## src/hw/rtl/floppy_controller_positioning_top_defines.svh

```systemverilog
// Assertion helpers for the positioning controller. They expect clk and arst_n in scope.
`ifndef FLOPPY_CONTROLLER_POSITIONING_TOP_DEFINES_SVH
`define FLOPPY_CONTROLLER_POSITIONING_TOP_DEFINES_SVH

// cond holds at every clock edge outside reset
`define FDCP_ASSERT_ALWAYS(label, cond, msg) \
	label: assert property (@(posedge clk) disable iff (!arst_n) (cond)) \
		else $error(msg);

// cons holds in the cycle after ante
`define FDCP_ASSERT_NEXT(label, ante, cons, msg) \
	label: assert property (@(posedge clk) disable iff (!arst_n) (ante) |=> (cons)) \
		else $error(msg);

`endif

```

## src/hw/rtl/fdcp_pkg.sv

```systemverilog
package fdcp_pkg;

	localparam int DRIVES_DEF = 4;

	localparam int TDATA_IN_W  = 16;
	localparam int TDATA_OUT_W = 16;
	localparam int CFG_IDX_W   = 3;
	localparam int CFG_DATA_W  = 16;

	// item modes
	localparam logic [2:0] MODE_TICK       = 3'd0;
	localparam logic [2:0] MODE_SEL_WRITE  = 3'd1;
	localparam logic [2:0] MODE_REG_WRITE  = 3'd2;
	localparam logic [2:0] MODE_REG_READ   = 3'd3;
	localparam logic [2:0] MODE_IRQ_READ   = 3'd4;

	// register select (select register bits 1..0)
	localparam logic [1:0] REG_CMD    = 2'd0;
	localparam logic [1:0] REG_TRACK  = 2'd1;
	localparam logic [1:0] REG_SECTOR = 2'd2;
	localparam logic [1:0] REG_DATA   = 2'd3;

	// command groups (upper nibble)
	localparam logic [3:0] GRP_RESTORE    = 4'h0;
	localparam logic [3:0] GRP_SEEK       = 4'h1;
	localparam logic [3:0] GRP_STEP       = 4'h2;
	localparam logic [3:0] GRP_STEP_U     = 4'h3;
	localparam logic [3:0] GRP_STEP_IN    = 4'h4;
	localparam logic [3:0] GRP_STEP_IN_U  = 4'h5;
	localparam logic [3:0] GRP_STEP_OUT   = 4'h6;
	localparam logic [3:0] GRP_STEP_OUT_U = 4'h7;
	localparam logic [3:0] GRP_FORCE_INT  = 4'hd;
	localparam logic [3:0] GRP_READ_TRACK = 4'he;

	localparam logic [7:0] CMD_IDLE      = 8'hff;
	localparam logic [7:0] STATUS_MASK   = 8'hfc;
	localparam logic [7:0] ST_NOT_READY  = 8'h80;
	localparam logic [7:0] ST_TRACK0     = 8'h04;
	localparam logic [7:0] ST_BUSY       = 8'h01;
	localparam logic [7:0] ST_CLEAR      = 8'h00;
	localparam logic [7:0] ST_RESET      = 8'h04;
	localparam logic [7:0] TRACK_REG_MAX = 8'd254;

	// select register bits
	localparam int SEL_DRV0_BIT   = 2;
	localparam int SEL_DRV1_BIT   = 3;
	localparam int SEL_ENABLE_BIT = 4;

	// configuration register indexes
	localparam logic [CFG_IDX_W-1:0] CFG_STEP0   = 3'd0;
	localparam logic [CFG_IDX_W-1:0] CFG_STEP1   = 3'd1;
	localparam logic [CFG_IDX_W-1:0] CFG_STEP2   = 3'd2;
	localparam logic [CFG_IDX_W-1:0] CFG_STEP3   = 3'd3;
	localparam logic [CFG_IDX_W-1:0] CFG_LIMIT   = 3'd4;
	localparam logic [CFG_IDX_W-1:0] CFG_PRESENT = 3'd5;

	localparam logic [15:0] STEP0_RESET   = 16'd6000;
	localparam logic [15:0] STEP1_RESET   = 16'd12000;
	localparam logic [15:0] STEP2_RESET   = 16'd20000;
	localparam logic [15:0] STEP3_RESET   = 16'd30000;
	localparam logic [7:0]  LIMIT_RESET   = 8'd80;
	localparam logic [3:0]  PRESENT_RESET = 4'hf;

	typedef struct packed {
		logic [3:0][15:0] step_period;
		logic [7:0]       track_limit;
		logic [3:0]       disk_present;
	} cfg_t;

	typedef struct packed {
		logic [7:0] data_byte;
		logic [2:0] mode;
	} item_t;

	typedef struct packed {
		logic       busy_res;
		logic       irq;
		logic [7:0] read_data;
	} result_t;

	typedef struct packed {
		logic cmd_idle;
		logic status_busy;
	} eng_status_t;

	function automatic logic [7:0] track0_status(input logic [7:0] head);
		return (head == 8'd0) ? ST_TRACK0 : ST_CLEAR;
	endfunction

endpackage

```

## src/hw/rtl/fdcp_cfg.sv

```systemverilog
module fdcp_cfg (
	input  logic                              clk,
	input  logic                              arst_n,
	input  logic                              cfg_valid,
	output logic                              cfg_ready,
	input  logic [fdcp_pkg::CFG_IDX_W-1:0]    cfg_index,
	input  logic [fdcp_pkg::CFG_DATA_W-1:0]   cfg_data,
	output fdcp_pkg::cfg_t                    cfg
);

	fdcp_pkg::cfg_t cfg_q;

	assign cfg_ready = 1'b1;
	assign cfg       = cfg_q;

	always_ff @(posedge clk or negedge arst_n) begin
		if (!arst_n) begin
			cfg_q.step_period[0] <= fdcp_pkg::STEP0_RESET;
			cfg_q.step_period[1] <= fdcp_pkg::STEP1_RESET;
			cfg_q.step_period[2] <= fdcp_pkg::STEP2_RESET;
			cfg_q.step_period[3] <= fdcp_pkg::STEP3_RESET;
			cfg_q.track_limit    <= fdcp_pkg::LIMIT_RESET;
			cfg_q.disk_present   <= fdcp_pkg::PRESENT_RESET;
		end else if (cfg_valid && cfg_ready) begin
			unique case (cfg_index)
				fdcp_pkg::CFG_STEP0:   cfg_q.step_period[0] <= cfg_data;
				fdcp_pkg::CFG_STEP1:   cfg_q.step_period[1] <= cfg_data;
				fdcp_pkg::CFG_STEP2:   cfg_q.step_period[2] <= cfg_data;
				fdcp_pkg::CFG_STEP3:   cfg_q.step_period[3] <= cfg_data;
				fdcp_pkg::CFG_LIMIT:   cfg_q.track_limit    <= cfg_data[7:0];
				fdcp_pkg::CFG_PRESENT: cfg_q.disk_present   <= cfg_data[3:0];
				default: ;
			endcase
		end
	end

endmodule

```

## src/hw/rtl/fdcp_engine.sv

```systemverilog
module fdcp_engine #(
	parameter int DRIVES = fdcp_pkg::DRIVES_DEF
) (
	input  logic                  clk,
	input  logic                  arst_n,
	input  logic                  fire,
	input  fdcp_pkg::item_t       item,
	input  fdcp_pkg::cfg_t        cfg,
	output fdcp_pkg::result_t     result,
	output fdcp_pkg::eng_status_t status
);

	localparam int DRV_W = (DRIVES > 1) ? $clog2(DRIVES) : 1;

	logic [7:0]  select_q, track_q, sector_q, data_q, status_q, active_q;
	logic        irq_q, inward_q;
	logic [1:0]  drive_sel_q;
	logic [15:0] wait_q;
	logic [7:0]  head_q [DRIVES];

	logic [7:0]  select_n, track_n, sector_n, data_n, status_n, active_n;
	logic        irq_n, inward_n;
	logic [1:0]  drive_sel_n;
	logic [15:0] wait_n;
	logic        head_we;
	logic [7:0]  head_new;
	logic [7:0]  rd;

	logic [DRV_W-1:0] drv;
	logic [1:0]       present_idx;
	logic             present;
	logic [7:0]       ht, ht_in, ht_out;
	logic [8:0]       ht_inc;
	logic [7:0]       trk_in_upd, trk_in_keep, trk_out_upd;
	logic [3:0]       grp, cgrp;
	logic [7:0]       v;

	assign drv         = (int'(drive_sel_q) < DRIVES) ? drive_sel_q[DRV_W-1:0] : '0;
	assign present_idx = 2'(drv);
	assign present     = cfg.disk_present[present_idx];
	assign ht          = head_q[drv];
	assign ht_inc      = {1'b0, ht} + 9'd1;
	assign ht_in       = (ht_inc > {1'b0, cfg.track_limit}) ? cfg.track_limit : ht_inc[7:0];
	assign ht_out      = (ht != 8'd0) ? ht - 8'd1 : ht;
	// track register saturates at 254 after an inward step, update or not
	assign trk_in_upd  = (track_q >= fdcp_pkg::TRACK_REG_MAX) ? fdcp_pkg::TRACK_REG_MAX
	                                                          : track_q + 8'd1;
	assign trk_in_keep = (track_q > fdcp_pkg::TRACK_REG_MAX) ? fdcp_pkg::TRACK_REG_MAX : track_q;
	assign trk_out_upd = (track_q != 8'd0) ? track_q - 8'd1 : track_q;
	assign grp         = active_q[7:4];
	assign v           = item.data_byte;
	assign cgrp        = v[7:4];

	always_comb begin
		select_n    = select_q;
		track_n     = track_q;
		sector_n    = sector_q;
		data_n      = data_q;
		status_n    = status_q;
		active_n    = active_q;
		irq_n       = irq_q;
		inward_n    = inward_q;
		drive_sel_n = drive_sel_q;
		wait_n      = wait_q;
		head_we     = 1'b0;
		head_new    = ht;
		rd          = 8'd0;

		unique case (item.mode)
			fdcp_pkg::MODE_TICK: begin
				if (active_q != fdcp_pkg::CMD_IDLE) begin
					if (wait_q > 16'd1) begin
						wait_n = wait_q - 16'd1;
					end else begin
						wait_n = 16'd0;
						unique case (grp) inside
							fdcp_pkg::GRP_RESTORE: begin
								if (ht == 8'd0) begin
									track_n  = 8'd0;
									status_n = fdcp_pkg::ST_TRACK0 & fdcp_pkg::STATUS_MASK;
									active_n = fdcp_pkg::CMD_IDLE;
									irq_n    = 1'b1;
								end else begin
									inward_n = 1'b0;
									head_we  = 1'b1;
									head_new = ht_out;
									wait_n   = cfg.step_period[active_q[1:0]];
								end
							end
							fdcp_pkg::GRP_SEEK: begin
								if (track_q == data_q) begin
									status_n = fdcp_pkg::track0_status(ht) & fdcp_pkg::STATUS_MASK;
									active_n = fdcp_pkg::CMD_IDLE;
									irq_n    = 1'b1;
								end else begin
									wait_n  = cfg.step_period[active_q[1:0]];
									head_we = 1'b1;
									if (track_q < data_q) begin
										track_n  = track_q + 8'd1;
										inward_n = 1'b1;
										head_new = ht_in;
									end else begin
										track_n  = track_q - 8'd1;
										inward_n = 1'b0;
										head_new = ht_out;
									end
								end
							end
							fdcp_pkg::GRP_STEP, fdcp_pkg::GRP_STEP_U,
							fdcp_pkg::GRP_STEP_IN, fdcp_pkg::GRP_STEP_IN_U,
							fdcp_pkg::GRP_STEP_OUT, fdcp_pkg::GRP_STEP_OUT_U: begin
								head_we = 1'b1;
								// plain step follows the last direction; bit 4 of the code is update
								if ((grp == fdcp_pkg::GRP_STEP_IN) || (grp == fdcp_pkg::GRP_STEP_IN_U)
										|| ((grp[3:1] == fdcp_pkg::GRP_STEP[3:1]) && inward_q)) begin
									head_new = ht_in;
									track_n  = grp[0] ? trk_in_upd : trk_in_keep;
								end else begin
									head_new = ht_out;
									track_n  = grp[0] ? trk_out_upd : track_q;
								end
								status_n = fdcp_pkg::track0_status(head_new) & fdcp_pkg::STATUS_MASK;
								active_n = fdcp_pkg::CMD_IDLE;
								irq_n    = 1'b1;
							end
							default: active_n = fdcp_pkg::CMD_IDLE;
						endcase
					end
				end
			end
			fdcp_pkg::MODE_SEL_WRITE: begin
				if (v[fdcp_pkg::SEL_ENABLE_BIT]) begin
					if (v[fdcp_pkg::SEL_DRV0_BIT]) drive_sel_n = 2'd0;
					if (v[fdcp_pkg::SEL_DRV1_BIT]) drive_sel_n = 2'd1;
				end
				select_n = v;
			end
			fdcp_pkg::MODE_REG_WRITE: begin
				unique case (select_q[1:0])
					fdcp_pkg::REG_CMD: begin
						irq_n = 1'b0;
						if (!present) begin
							status_n = fdcp_pkg::ST_NOT_READY & fdcp_pkg::STATUS_MASK;
							active_n = fdcp_pkg::CMD_IDLE;
							irq_n    = 1'b1;
						end else begin
							unique case (cgrp) inside
								[fdcp_pkg::GRP_RESTORE:fdcp_pkg::GRP_STEP_OUT_U]: begin
									active_n = v;
									wait_n   = cfg.step_period[v[1:0]];
									status_n = fdcp_pkg::ST_BUSY;
									if (cgrp == fdcp_pkg::GRP_SEEK) track_n = ht;
									if ((cgrp == fdcp_pkg::GRP_STEP_IN)
											|| (cgrp == fdcp_pkg::GRP_STEP_IN_U))
										inward_n = 1'b1;
									if ((cgrp == fdcp_pkg::GRP_STEP_OUT)
											|| (cgrp == fdcp_pkg::GRP_STEP_OUT_U))
										inward_n = 1'b0;
								end
								fdcp_pkg::GRP_FORCE_INT: begin
									status_n = fdcp_pkg::ST_CLEAR;
									active_n = fdcp_pkg::CMD_IDLE;
									if (v[3:0] != 4'd0) irq_n = 1'b1;
								end
								fdcp_pkg::GRP_READ_TRACK: begin
									status_n = fdcp_pkg::ST_CLEAR;
									active_n = fdcp_pkg::CMD_IDLE;
									irq_n    = 1'b1;
								end
								default: ;
							endcase
						end
					end
					fdcp_pkg::REG_TRACK:  track_n  = v;
					fdcp_pkg::REG_SECTOR: sector_n = v;
					fdcp_pkg::REG_DATA:   data_n   = v;
					default: ;
				endcase
			end
			fdcp_pkg::MODE_REG_READ: begin
				unique case (select_q[1:0])
					fdcp_pkg::REG_CMD: begin
						irq_n = 1'b0;
						rd    = status_q;
					end
					fdcp_pkg::REG_TRACK:  rd = track_q;
					fdcp_pkg::REG_SECTOR: rd = sector_q;
					fdcp_pkg::REG_DATA:   rd = data_q;
					default: ;
				endcase
			end
			fdcp_pkg::MODE_IRQ_READ: rd = {7'd0, irq_q};
			default: ;
		endcase
	end

	assign result.read_data = rd;
	assign result.irq       = irq_n;
	assign result.busy_res  = status_n[0];

	assign status.cmd_idle    = (active_q == fdcp_pkg::CMD_IDLE);
	assign status.status_busy = status_q[0];

	always_ff @(posedge clk or negedge arst_n) begin
		if (!arst_n) begin
			select_q    <= 8'd0;
			track_q     <= 8'd0;
			sector_q    <= 8'd0;
			data_q      <= 8'd0;
			status_q    <= fdcp_pkg::ST_RESET;
			active_q    <= fdcp_pkg::CMD_IDLE;
			irq_q       <= 1'b0;
			inward_q    <= 1'b1;
			drive_sel_q <= 2'd0;
			wait_q      <= 16'd0;
			for (int i = 0; i < DRIVES; i++) head_q[i] <= 8'd0;
		end else if (fire) begin
			select_q    <= select_n;
			track_q     <= track_n;
			sector_q    <= sector_n;
			data_q      <= data_n;
			status_q    <= status_n;
			active_q    <= active_n;
			irq_q       <= irq_n;
			inward_q    <= inward_n;
			drive_sel_q <= drive_sel_n;
			wait_q      <= wait_n;
			if (head_we) head_q[drv] <= head_new;
		end
	end

endmodule

```

## src/hw/rtl/floppy_controller_positioning_top.sv

```systemverilog
// channel | dir | transaction carries
// s_*     | in  | one bus access or tick: mode, data_byte
// m_*     | out | one result per item: read_data, irq, busy_res
// cfg_*   | in  | configuration write: register index and data
//
// One item per clock sustained while m_tready holds; an item passes the input register, then the result register.
// The item is registered, runs through the register/command logic combinationally,
// and its result lands in the output register while the state updates.
// A stall on m_* backs up through the output register into the input register.
// Reset (arst_n low) clears all control state and loads configuration defaults.
`include "floppy_controller_positioning_top_defines.svh"

module floppy_controller_positioning_top #(
	parameter int DRIVES = fdcp_pkg::DRIVES_DEF
) (
	input  logic                                clk,
	input  logic                                arst_n,
	input  logic                                s_tvalid,
	output logic                                s_tready,
	input  logic [fdcp_pkg::TDATA_IN_W-1:0]     s_tdata,   // mode[2:0], data_byte[10:3]
	output logic                                m_tvalid,
	input  logic                                m_tready,
	output logic [fdcp_pkg::TDATA_OUT_W-1:0]    m_tdata,   // read_data[7:0], irq[8], busy_res[9]
	input  logic                                cfg_valid,
	output logic                                cfg_ready,
	input  logic [fdcp_pkg::CFG_IDX_W-1:0]      cfg_index,
	input  logic [fdcp_pkg::CFG_DATA_W-1:0]     cfg_data
);

	fdcp_pkg::cfg_t        cfg;
	fdcp_pkg::item_t       item_s1;
	logic                  valid_s1;
	fdcp_pkg::result_t     res_comb, res_q;
	logic                  res_valid_q;
	fdcp_pkg::eng_status_t eng_status;
	logic                  advance;

	assign advance  = valid_s1 && (!res_valid_q || m_tready);
	assign s_tready = !valid_s1 || advance;

	always_ff @(posedge clk or negedge arst_n) begin
		if (!arst_n) begin
			valid_s1 <= 1'b0;
		end else if (s_tready) begin
			valid_s1 <= s_tvalid;
		end
	end

	always_ff @(posedge clk) begin
		if (s_tvalid && s_tready) item_s1 <= fdcp_pkg::item_t'(s_tdata[10:0]);
	end

	always_ff @(posedge clk or negedge arst_n) begin
		if (!arst_n) begin
			res_valid_q <= 1'b0;
		end else if (advance) begin
			res_valid_q <= 1'b1;
		end else if (m_tready) begin
			res_valid_q <= 1'b0;
		end
	end

	always_ff @(posedge clk) begin
		if (advance) res_q <= res_comb;
	end

	assign m_tvalid = res_valid_q;
	assign m_tdata  = {6'd0, res_q};

	fdcp_cfg u_cfg (
		.clk       (clk),
		.arst_n    (arst_n),
		.cfg_valid (cfg_valid),
		.cfg_ready (cfg_ready),
		.cfg_index (cfg_index),
		.cfg_data  (cfg_data),
		.cfg       (cfg)
	);

	fdcp_engine #(
		.DRIVES (DRIVES)
	) u_engine (
		.clk    (clk),
		.arst_n (arst_n),
		.fire   (advance),
		.item   (item_s1),
		.cfg    (cfg),
		.result (res_comb),
		.status (eng_status)
	);

	`FDCP_ASSERT_ALWAYS(a_busy_tracks_cmd, eng_status.status_busy == !eng_status.cmd_idle, "busy bit out of step with running command")
	`FDCP_ASSERT_NEXT(a_take_fills_s1, s_tvalid && s_tready, valid_s1, "accepted item not held in input register")
	`FDCP_ASSERT_NEXT(a_advance_fills_out, advance, res_valid_q, "processed item left no result")
	`FDCP_ASSERT_NEXT(a_stall_keeps_result, res_valid_q && !m_tready, res_valid_q, "stalled result dropped")

endmodule

```

## config.mk

```make
export PLATFORM = sky130hd
export DESIGN_NAME = floppy_controller_positioning_top
export DESIGN_NICKNAME = d
export VERILOG_FILES = /design/src/hw/rtl/fdcp_pkg.sv /design/src/hw/rtl/fdcp_cfg.sv /design/src/hw/rtl/fdcp_engine.sv /design/src/hw/rtl/floppy_controller_positioning_top.sv
export VERILOG_INCLUDE_DIRS = /design/src /design/src/hw/rtl
export SDC_FILE = /design/constraint.sdc
export NUM_CORES = 1
export LEC_CHECK = 0
export BUFFER_PORTS_ARGS = -buffer_cell sky130_fd_sc_hd__buf_4
export CAP_MARGIN = 40
export CORE_ASPECT_RATIO = 0.9
export CORE_UTILIZATION = 58
export CTS_BUF_LIST = sky130_fd_sc_hd__clkbuf_4
export CTS_CLUSTER_SIZE = 20
export DETAILED_ROUTE_END_ITERATION = 8
export GPL_TIMING_DRIVEN = 0
export MAX_ROUTING_LAYER = met4
export PLACE_DENSITY = 0.79
export SYNTH_ARGS = -nofsm -noshare
export SYNTH_HDL_FRONTEND = slang
export SYNTH_SLANG_ARGS = --single-unit
export TNS_END_PERCENT = 30
```

## constraint.sdc

```tcl
create_clock -name clk -period 3.9 [get_ports clk]
set_input_delay 0.78 -clock clk [delete_from_list [all_inputs] [get_ports clk]]
set_output_delay 0.78 -clock clk [all_outputs]
set_load 0.005 [all_outputs]
```

# Word-level counts from Yosys, hierarchy flattened
# Cells that the tools add are included.
totals:
  ff_bits: 193
  input_bits: 40
  word_cells: 245
classes:
  n_addsub: 5
  n_lt_le_gt_ge: 12
  eq_ne: 49
  n_mux: 107
  bitwise: 1
  reduce_logical: 43
ops:
  columns: ["cell", "n"]
  rows:
  - ["$mux W8", 42]
  - ["$mux W16", 9]
  - ["$pmux W8 S2", 8]
  - ["$pmux W8 S3", 3]
  - ["$bmux W16 S2", 2]
  - ["$pmux W16 S2", 2]
  - ["$bwmux W32", 1]
  - ["$eq A4 B3 Y1 const B", 8]
  - ["$pmux W8 S4", 1]
  - ["$mux W1", 26]
  - ["$bmux W8 S2", 1]
  - ["$demux W8 S2", 1]
  - ["$gt A16 B1 Y1 const B", 1]
  - ["$logic_not A8 Y1", 2]
  - ["$reduce_and A2 Y1", 8]
  - ["$reduce_bool A8 Y1", 2]
  - ["$sub A16 B1 Y16 const B", 1]
  - ["$sub A8 B1 Y8 const B", 2]
  - ["$reduce_and A14 Y1", 1]
  - ["$eq A3 B2 Y1 const B", 4]
  - ["$ne A3 B3 Y1 const B", 4]
  - ["$ne A4 B2 Y1 const B", 3]
  - ["$reduce_and A11 Y1", 1]
  - ["$add A8 B1 Y9 const B", 1]
  - ["other kinds (46)", 83]

# Depth between registers and ports, before layout
# Gate-level depths: netlist (run 1).
depth:
  word_depth: 18
  mapped_depth: 17

# Hierarchy
# A second synthesis (run 1) with hierarchy kept.
unflattened:
  cells_unflattened: 985
  area_unflattened_um2: 10481.3
by_module_without_submodules:
  columns: ["mod", "instances", "cells_per_inst", "area_each_um2"]
  rows:
  - ["fdcp_engine", 1, 782, 6757.7]
  - ["fdcp_cfg", 1, 167, 2940.3]
  - ["floppy_controller_positioning_top", 1, 36, 783.3]

# Least setup slack after synthesis (run 1)
# OpenSTA, ideal clock, no wires.
synth_path:
  kind: "flip-flop to flip-flop"
  startpoint: "register u_engine.drive_sel_q[0]"
  endpoint: "register u_engine.head_q[22] (netlist bit)"
  arrival_time_ns: 4.060
  setup_slack_ns: -0.285
  path_stages_with_launch: 17
  n_path_buf: 1
  path_cell_list: "dfrtp_1 -> buf_6 -> mux2i_1 -> inv_1 -> ha_1 -> nand4_1 -> a211oi_1 -> xnor2_1 -> ha_1 -> a21o_1 -> a21oi_1 -> nand4b_1 -> a32oi_2 -> mux2i_1 -> a21oi_1 -> a2111o_1 -> mux2_2"
synth_via:
  elab_chain_cells: 17
  elab_cells_between_ends: 35
  cone_classes: "2 x add/sub; 3 x order compare; 25 x mux; 1 x bitwise; 4 x reduce/logical"
synth_lines:
  columns: ["element", "line_no", "source"]
  rows:
  - ["from (decl)", "fdcp_engine.sv:17", "logic [1:0] drive_sel_q;"]
  - ["from (signal assigned)", "fdcp_engine.sv:226", "drive_sel_q <= drive_sel_n;"]
  - ["$not A2 Y3 (implied by the code) (*)", "fdcp_engine.sv:41, fdcp_engine.sv:228", null]
  - ["$bmux W8 S2", "fdcp_engine.sv:41", "assign ht = head_q[drv];"]
  - ["$mux W8 (implied by the code) (2 in a row)", "fdcp_engine.sv:41", null]
  - ["$add A8 B1 Y9", "fdcp_engine.sv:42", "assign ht_inc = {1'b0, ht} + 9'd1;"]
  - ["$gt A9 B8 Y1", "fdcp_engine.sv:43", "assign ht_in = (ht_inc > {1'b0, cfg.track_limit}) ? cfg.track_limit : ht_inc[7:0];"]
  - ["$mux W8", "fdcp_engine.sv:43", null]
  - ["$mux W8", "fdcp_engine.sv:114", "if ((grp == fdcp_pkg::GRP_STEP_IN) || (grp == fdcp_pkg::GRP_STEP_IN_U)"]
  - ["$mux W8", "fdcp_engine.sv:76", "unique case (grp) inside"]
  - ["$mux W8", "fdcp_engine.sv:72", "if (wait_q > 16'd1) begin"]
  - ["$mux W8", "fdcp_engine.sv:71", "if (active_q != fdcp_pkg::CMD_IDLE) begin"]
  - ["$mux W8", "fdcp_engine.sv:69", "unique case (item.mode)"]
  - ["$pmux W8 S3", "fdcp_engine.sv:76", null]
  - ["$mux W8", "fdcp_engine.sv:72", null]
  - ["$mux W8", "fdcp_engine.sv:71", null]
  - ["$mux W8", "fdcp_engine.sv:69", null]
  - ["$bwmux W32", "fdcp_engine.sv:228", "if (head_we) head_q[drv] <= head_new;"]
  - ["to (signal, indexed assignment)", "fdcp_engine.sv:228", null]
  - ["to (decl)", "fdcp_engine.sv:19", "logic [7:0] head_q [DRIVES];"]
# Mark *: on every way between the ends. The rest lies on a longest branch, timed or not. The select of a mux whose other input is x is not followed.
# A chain may end at the register's enable or synchronous reset.

# Worst setup path after layout (run 1)
layout_path:
  startpoint: "register u_engine.drive_sel_q[0]"
  endpoint: "register u_engine.head_q[30] (netlist bit)"
# Same word-level chain as after synthesis.

==> results of run 1 <==
## path summary, 6_finish.rpt
| check | slack, ns | from | end | cells after the start |
|---|---|---|---|---|
| worst max-delay path | -0.27 | u_engine.drive_sel_q[0] | u_engine.head_q[30] | 16 |
| min in group clk | 0.32 | s_tdata[3] | item_s1[3] | 1 |
| worst min-delay path | 0.15 | arst_n | u_engine.head_q[19] | 1 |
| worst min register to register | 0.52 | u_engine.active_q[2] | u_engine.active_q[2] | 2 |
| max in group asynchronous | 2.86 | arst_n | u_cfg.cfg[39] | 2 |
| worst max register to register | -0.27 | u_engine.drive_sel_q[0] | u_engine.head_q[30] | 16 |
## timing repair
item	4_1_cts	5_1_grt
setup endpoints to repair	20	42
setup buffers	10	6
pin swaps	13	2
resized for setup	18	20
## cells in the final DEF (no fill, tap or decap), drive strengths merged, types with 4 or more instances in the layout
master	netlist	final
a211oi	9	9
a21o	8	8
a21oi	56	56
a221o	5	5
a22oi	9	9
a31oi	9	9
and2	5	5
and3	8	8
buf	21	89
clkbuf	45	62
clkinv	0	5
conb	2	7
dfrtp	108	108
dfstp	40	40
edfxtp	21	21
ha	25	25
inv	33	41
mux2	101	101
mux2i	17	17
mux4	35	35
nand2	91	91
nand2b	10	10
nand3	27	27
nand4	7	7
nand4b	5	5
nor2	85	85
nor2b	7	7
nor3	28	28
nor3b	6	6
nor4	9	9
nor4b	5	5
o2111ai	4	4
o211ai	14	14
o21ai	63	63
o31ai	5	5
or2	4	4
or3	4	4
or4	4	4
xnor2	20	20
xor2	10	10
## through the flow
step | hold slack [ns] | setup WS, ns | cell area (um^2)
finish | 0.1458 | -0.2749 | 11770
CTS | 0.1493 | -0.2145 | 11640
global placement | 0.4625 | -0.9922 | 11060
detailed placement | 0.4919 | -0.7731 | 11150
global route | 0.1855 | -0.4021 | 11770
floorplan | 0.4510 | 0.02158 | 10430
## layout make-up
cell class / instances / area, um^2 / area share
repair buffers: 69 / 554.3 / 0.04709
multi-input cells: 742 / 5786 / 0.4915
flip-flops and latches: 169 / 4385 / 0.3726
plain buffers: 66 / 292.8 / 0.02487
inverters: 33 / 123.9 / 0.01052
clock buffers: 17 / 127.6 / 0.01084
clock inverters: 15 / 201.4 / 0.01711
well taps: 240 / 300.3 / 0.02551
## layer usage
metal | track usage | wire (um) | vias to the layer above
met5 | - | 0 | -
met4 | 0.1240 | 810 | 0
met3 | 0.05173 | 2124 | 75
met1 | 0.4450 | 11840 | 4182
met2 | 0.4927 | 13000 | 455
li1 | - | - | 3884
## cell families (layout without fill, tap and decap cells)
| family | count (synthesis) | after routing | synth area share |
|---|---|---|---|
| simple gates | 310 | 310 | 0.1455 |
| compound gates | 217 | 217 | 0.1337 |
| flops | 169 | 169 | 0.4224 |
| mux | 153 | 153 | 0.2030 |
| buf+inv | 99 | 200 | 0.03930 |
| xor+xnor | 30 | 30 | 0.02531 |
| fa+ha+maj | 25 | 25 | 0.03014 |
| other cells | 2 | 7 | 0.0007235 |
## registers in the layout (all words and copies together) (netlist names)
register / cells
item_s1: 11
m_tdata: 10
m_tvalid: 1
u_cfg.cfg: 74
u_engine.active_q: 8
u_engine.data_q: 8
u_engine.drive_sel_q: 1
u_engine.head_q: 16
u_engine.inward_q: 1
u_engine.irq_q: 1
u_engine.sector_q: 8
u_engine.select_q: 2
u_engine.status_q: 3
u_engine.track_q: 8
u_engine.wait_q: 16
valid_s1: 1
## report_power, final
part	internal, mW	total [mW]	switching, mW
combinational	1.11	2.39	1.28
clock	0.371	1.14	0.771
sequential	2.26	2.62	0.360
## worst reg2reg max path: stages (launching register included)
cell	delay, ns
dfrtp_2	0.46
buf_8	0.15
mux2i_4	0.20
buf_6	0.13
or4_4	0.55
nor2_1	0.13
xnor2_1	0.17
ha_1	0.24
a21o_1	0.19
a21oi_2	0.16
buf_4	0.13
a21oi_2	0.06
a32oi_4	0.35
mux2i_2	0.37
a21oi_1	0.11
a2111o_1	0.40
mux2_4	0.28
==> reports/qor.yml, run 1 <==
die_height_um: 128.9
tightest_slew_ns: 0.9891
ios: 59
die-area_mm2: 0.01844
synth_area_leaders: "dfrtp_1, mux2_2, dfstp_2"
port_buffers: 44
cts_max_path_buffers: 2
clk_pin_slew_ns: 0.16
drt_iter0_drc: 902
synth_edf_count: 21
slowest_delay_ns: 0.55
worstPathCellList: "buf_8 > mux2i_4 > buf_6 > or4_4 > nor2_1 > xnor2_1 > ha_1 > a21o_1 > a21oi_2 > buf_4 > a21oi_2 > a32oi_4 > mux2i_2 > a21oi_1 > a2111o_1 > mux2_4"
gp_congestion: 0.9714
ys_ff_latch: 169
synth_top_area_cell: "dfrtp_1"
critPathRequiredTime_ns: 4.41
insertion_delay_ns: 0.62
critPathTopFamily: "compound AO/OA/AOI/OAI gates"
critPathKind: "reg -> reg"
instances_no_fill: 1351
ant_nets: 0
drc_errors: 0
synth_area_mm2: 0.01038
start_kind: "flop"
rsz0062_at_grt: "true"
p_leak_nw: 4.782
cp_common_cell: "a21oi_2"
period_minus_slack_ns: 4.175
dr.pass1.iters: 7
dpl.hpwl_um: 20060
cp-end-kind: "flop"
cts-buffers-inserted: 17
critPathMaxFanout: 8
violations: "negative setup slack"
yosysMostFrequentCell: "dfrtp_1"
rows: 46
status: "finished, violations left"
drive_gt1_frac: 0.2925
fin_util: 0.6706
synth_top_area_share: 0.2604
viasPerCell: 6.363
h-tree-depth: 4
grt_overflow_total: 0
grt_pass1_vias: 8193
syn_area_per_cell_um2: 10.33
nFillCells: 1352
cp.buffers_inverters: 3
drt-wirelength-per-cell_um: 20.56
start_util: 0.5913
postCtsHoldBufs: 0
slew_viol_final: 0
yosys_warnings: 0
power_mw: 6.150
synth_cell_type_count: 77
vdd_drop_max_mv: 0.2917
syn_inst: 1005
setup_ws_ns: -0.2749
place_inst: 1303
cts_sinks: 169
cts_root_buf: "clkbuf_4"
slew_headroom: 0.3313
powerDensity_mw_per_mm2: 522.5
synthFlopType: "dfrtp_1"
grt_max_degree: 86
cts_tree: "done"
cap_viol_max_count: 0
finalHoldViolations: 0
grt_pass1_wl_um: 44280
die_width_um: 143.0
hold_path_class: "in -> async"
synth_seq_area_share: 0.4224
via_count: 8596
skew_ns: 0.01756
async_flop_share: 0.8757
cp_slowest_cell: "or4_4"
nets: 1163
coreArea_mm2: 0.01755
max_clock_freq_mhz: 239.5
area_growth_syn_to_layout_pct: 13.40
num_antenna_cells: 0
antenna_found_initial: 0
routed_wl_um: 27770
synthTopCellsByCount: "dfrtp_1, mux2_2, nand2_1"
finalSetupTns_ns: -2.611
setup_violations: 13
critPathArrivalTime_ns: 4.69
track_usage: 0.3266
post-route-period-util: 1.070
No activity file was read; power rests on OpenSTA's default activity.
==> inputs of run 2 (changes only) <==
--- a/config.mk
+++ b/config.mk
@@ -18,5 +18,6 @@
 export PLACE_DENSITY = 0.79
 export SYNTH_ARGS = -nofsm -noshare
 export SYNTH_HDL_FRONTEND = slang
+export SYNTH_HIERARCHICAL = 1
 export SYNTH_SLANG_ARGS = --single-unit
 export TNS_END_PERCENT = 30
==> reports/qor.yml, run 2 <==
viasPerCell: 6.446
die-area_mm2: 0.01847
routed_wl_um: 27330
final_cell_mix: "dfrtp_1, mux2_2, nor2_1"
syn_inst: 980
synth_area_mm2: 0.01040
critPathRequiredTime_ns: 4.44
rows: 46
hold_path_class: "in -> async"
area_growth_syn_to_layout_pct: 11.74
cts-buffers-inserted: 17
die_height_um: 129.0
h-tree-depth: 4
grt_pass1_wl_um: 43490
track_usage: 0.3241
grt_max_degree: 79
max_clock_freq_mhz: 247.7
via_count: 8483
tightest_slew_ns: 0.9102
cts_sinks: 169
post-route-period-util: 1.035
final_common_cell: "dfrtp_1"
syn_area_per_cell_um2: 10.61
status: "finished, violations left"
pre_cts_ws_ns: -0.6292
drt_iter0_drc: 1179
yosys_warnings: 6
dpl.hpwl_um: 19430
start_util: 0.5904
skew_ns: 0.01501
postCtsHoldBufs: 0
vdd_drop_max_mv: 0.4636
slew_headroom: 0.3909
critPathMaxFanout: 5
multi_input_area_mm2: 0.005748
cts_root_buf: "clkbuf_4"
start_kind: "flop"
setup_violations: 1
slew_viol_final: 0
reg2reg_setup_slack_ns: -0.14
grt_overflow_total: 0
cts_max_path_buffers: 2
nets: 1127
nFillCells: 1429
setup_ws_ns: -0.1364
gp_congestion: 0.9491
drive_gt1_frac: 0.3153
die_width_um: 143.1
instances_no_fill: 1316
port_buffers: 46
cp-end-kind: "flop"
finalHoldViolations: 0
period_minus_slack_ns: 4.036
grt_pass1_vias: 7955
dr.pass1.iters: 6
largest_reg_flops: 74
violations: "negative setup slack"
critPathKind: "reg -> reg"
powerDensity_mw_per_mm2: 616.9
coreArea_mm2: 0.01761
seqCellArea_mm2: 0.004384
insertion_delay_ns: 0.60
finalSetupTns_ns: -0.1364
place_inst: 1276
drc_errors: 0
drt-wirelength-per-cell_um: 20.76
ant_nets: 0
cap_viol_max_count: 0
antenna_found_initial: 1
clk_pin_slew_ns: 0.15
ios: 59
p_leak_nw: 4.756
rsz0062_at_grt: "true"
cts_tree: "done"
critPathArrivalTime_ns: 4.57
run 2: final timing paths:
| check | from | endpoint | cells after the start |
|---|---|---|---|
| max | u_engine/drive_sel_q[0] | u_engine/status_q[2] | 18 |
| min | arst_n | u_engine/head_q[24] | 1 |
| max reg2reg | u_engine/drive_sel_q[0] | u_engine/status_q[2] | 18 |
| min reg2reg | u_engine/active_q[3] | u_engine/active_q[3] | 2 |
| max in group asynchronous | arst_n | u_cfg/cfg[35] | 2 |
| min in group clk | s_tdata[8] | item_s1[8] | 1 |
run 2: per-layer routing:
layer | track usage | vias to the layer above | share of wire
met5 | - | - | 0
met4 | 0.09930 | 0 | 0.024
met3 | 0.05950 | 53 | 0.090
met2 | 0.4539 | 447 | 0.44
met1 | 0.4782 | 4162 | 0.45
li1 | - | 3821 | -
run 2: metrics by stage:
step	total power [mW]	utilization	hold WS (ns)	cell area, um^2
CTS	7.012	0.6551	0.1790	11540
global route	7.590	0.6598	0.1909	11620
floorplan	5.097	-	0.4432	10470
detailed placement	5.996	0.6348	0.4617	11180
global placement	5.879	0.6312	0.4525	11120
finish	7.168	0.6598	0.1437	11620
run 2: worst max-delay path: stages, from the launching register on:
cell,delay (ns)
dfrtp_1,0.40
buf_6,0.13
buf_8,0.12
buf_12,0.12
mux2i_4,0.18
inv_2,0.07
ha_4,0.14
inv_2,0.05
a221oi_4,0.20
xnor2_2,0.12
ha_1,0.32
and3_1,0.16
or3b_4,0.38
o211a_1,0.13
or2_4,0.29
mux2_4,0.33
a211o_1,0.26
or4_1,0.44
o21ai_2,0.14
run 2: layout make-up:
type	instances	share of cell area
Inverter	29	0.009583
Tap cell	240	0.02584
Multi-Input combinational cell	723	0.4947
Buffer	63	0.03004
Timing Repair Buffer	59	0.04146
Antenna cell	1	0.0002154
Sequential cell	169	0.3773
Clock inverter	15	0.009906
Clock buffer	17	0.01098
run 2: repair_timing:
action	4_1_cts	5_1_grt
pin swaps	7	8
resized for setup	16	13
setup endpoints to repair	17	15
setup buffers	6	2
run 2: power by group:
part	internal, mW	switching, mW	total (mW)
Sequential	2.29	0.438	2.73
Clock	0.262	0.682	0.944
Combinational	1.57	1.92	3.49
Total	4.12	3.04	7.17
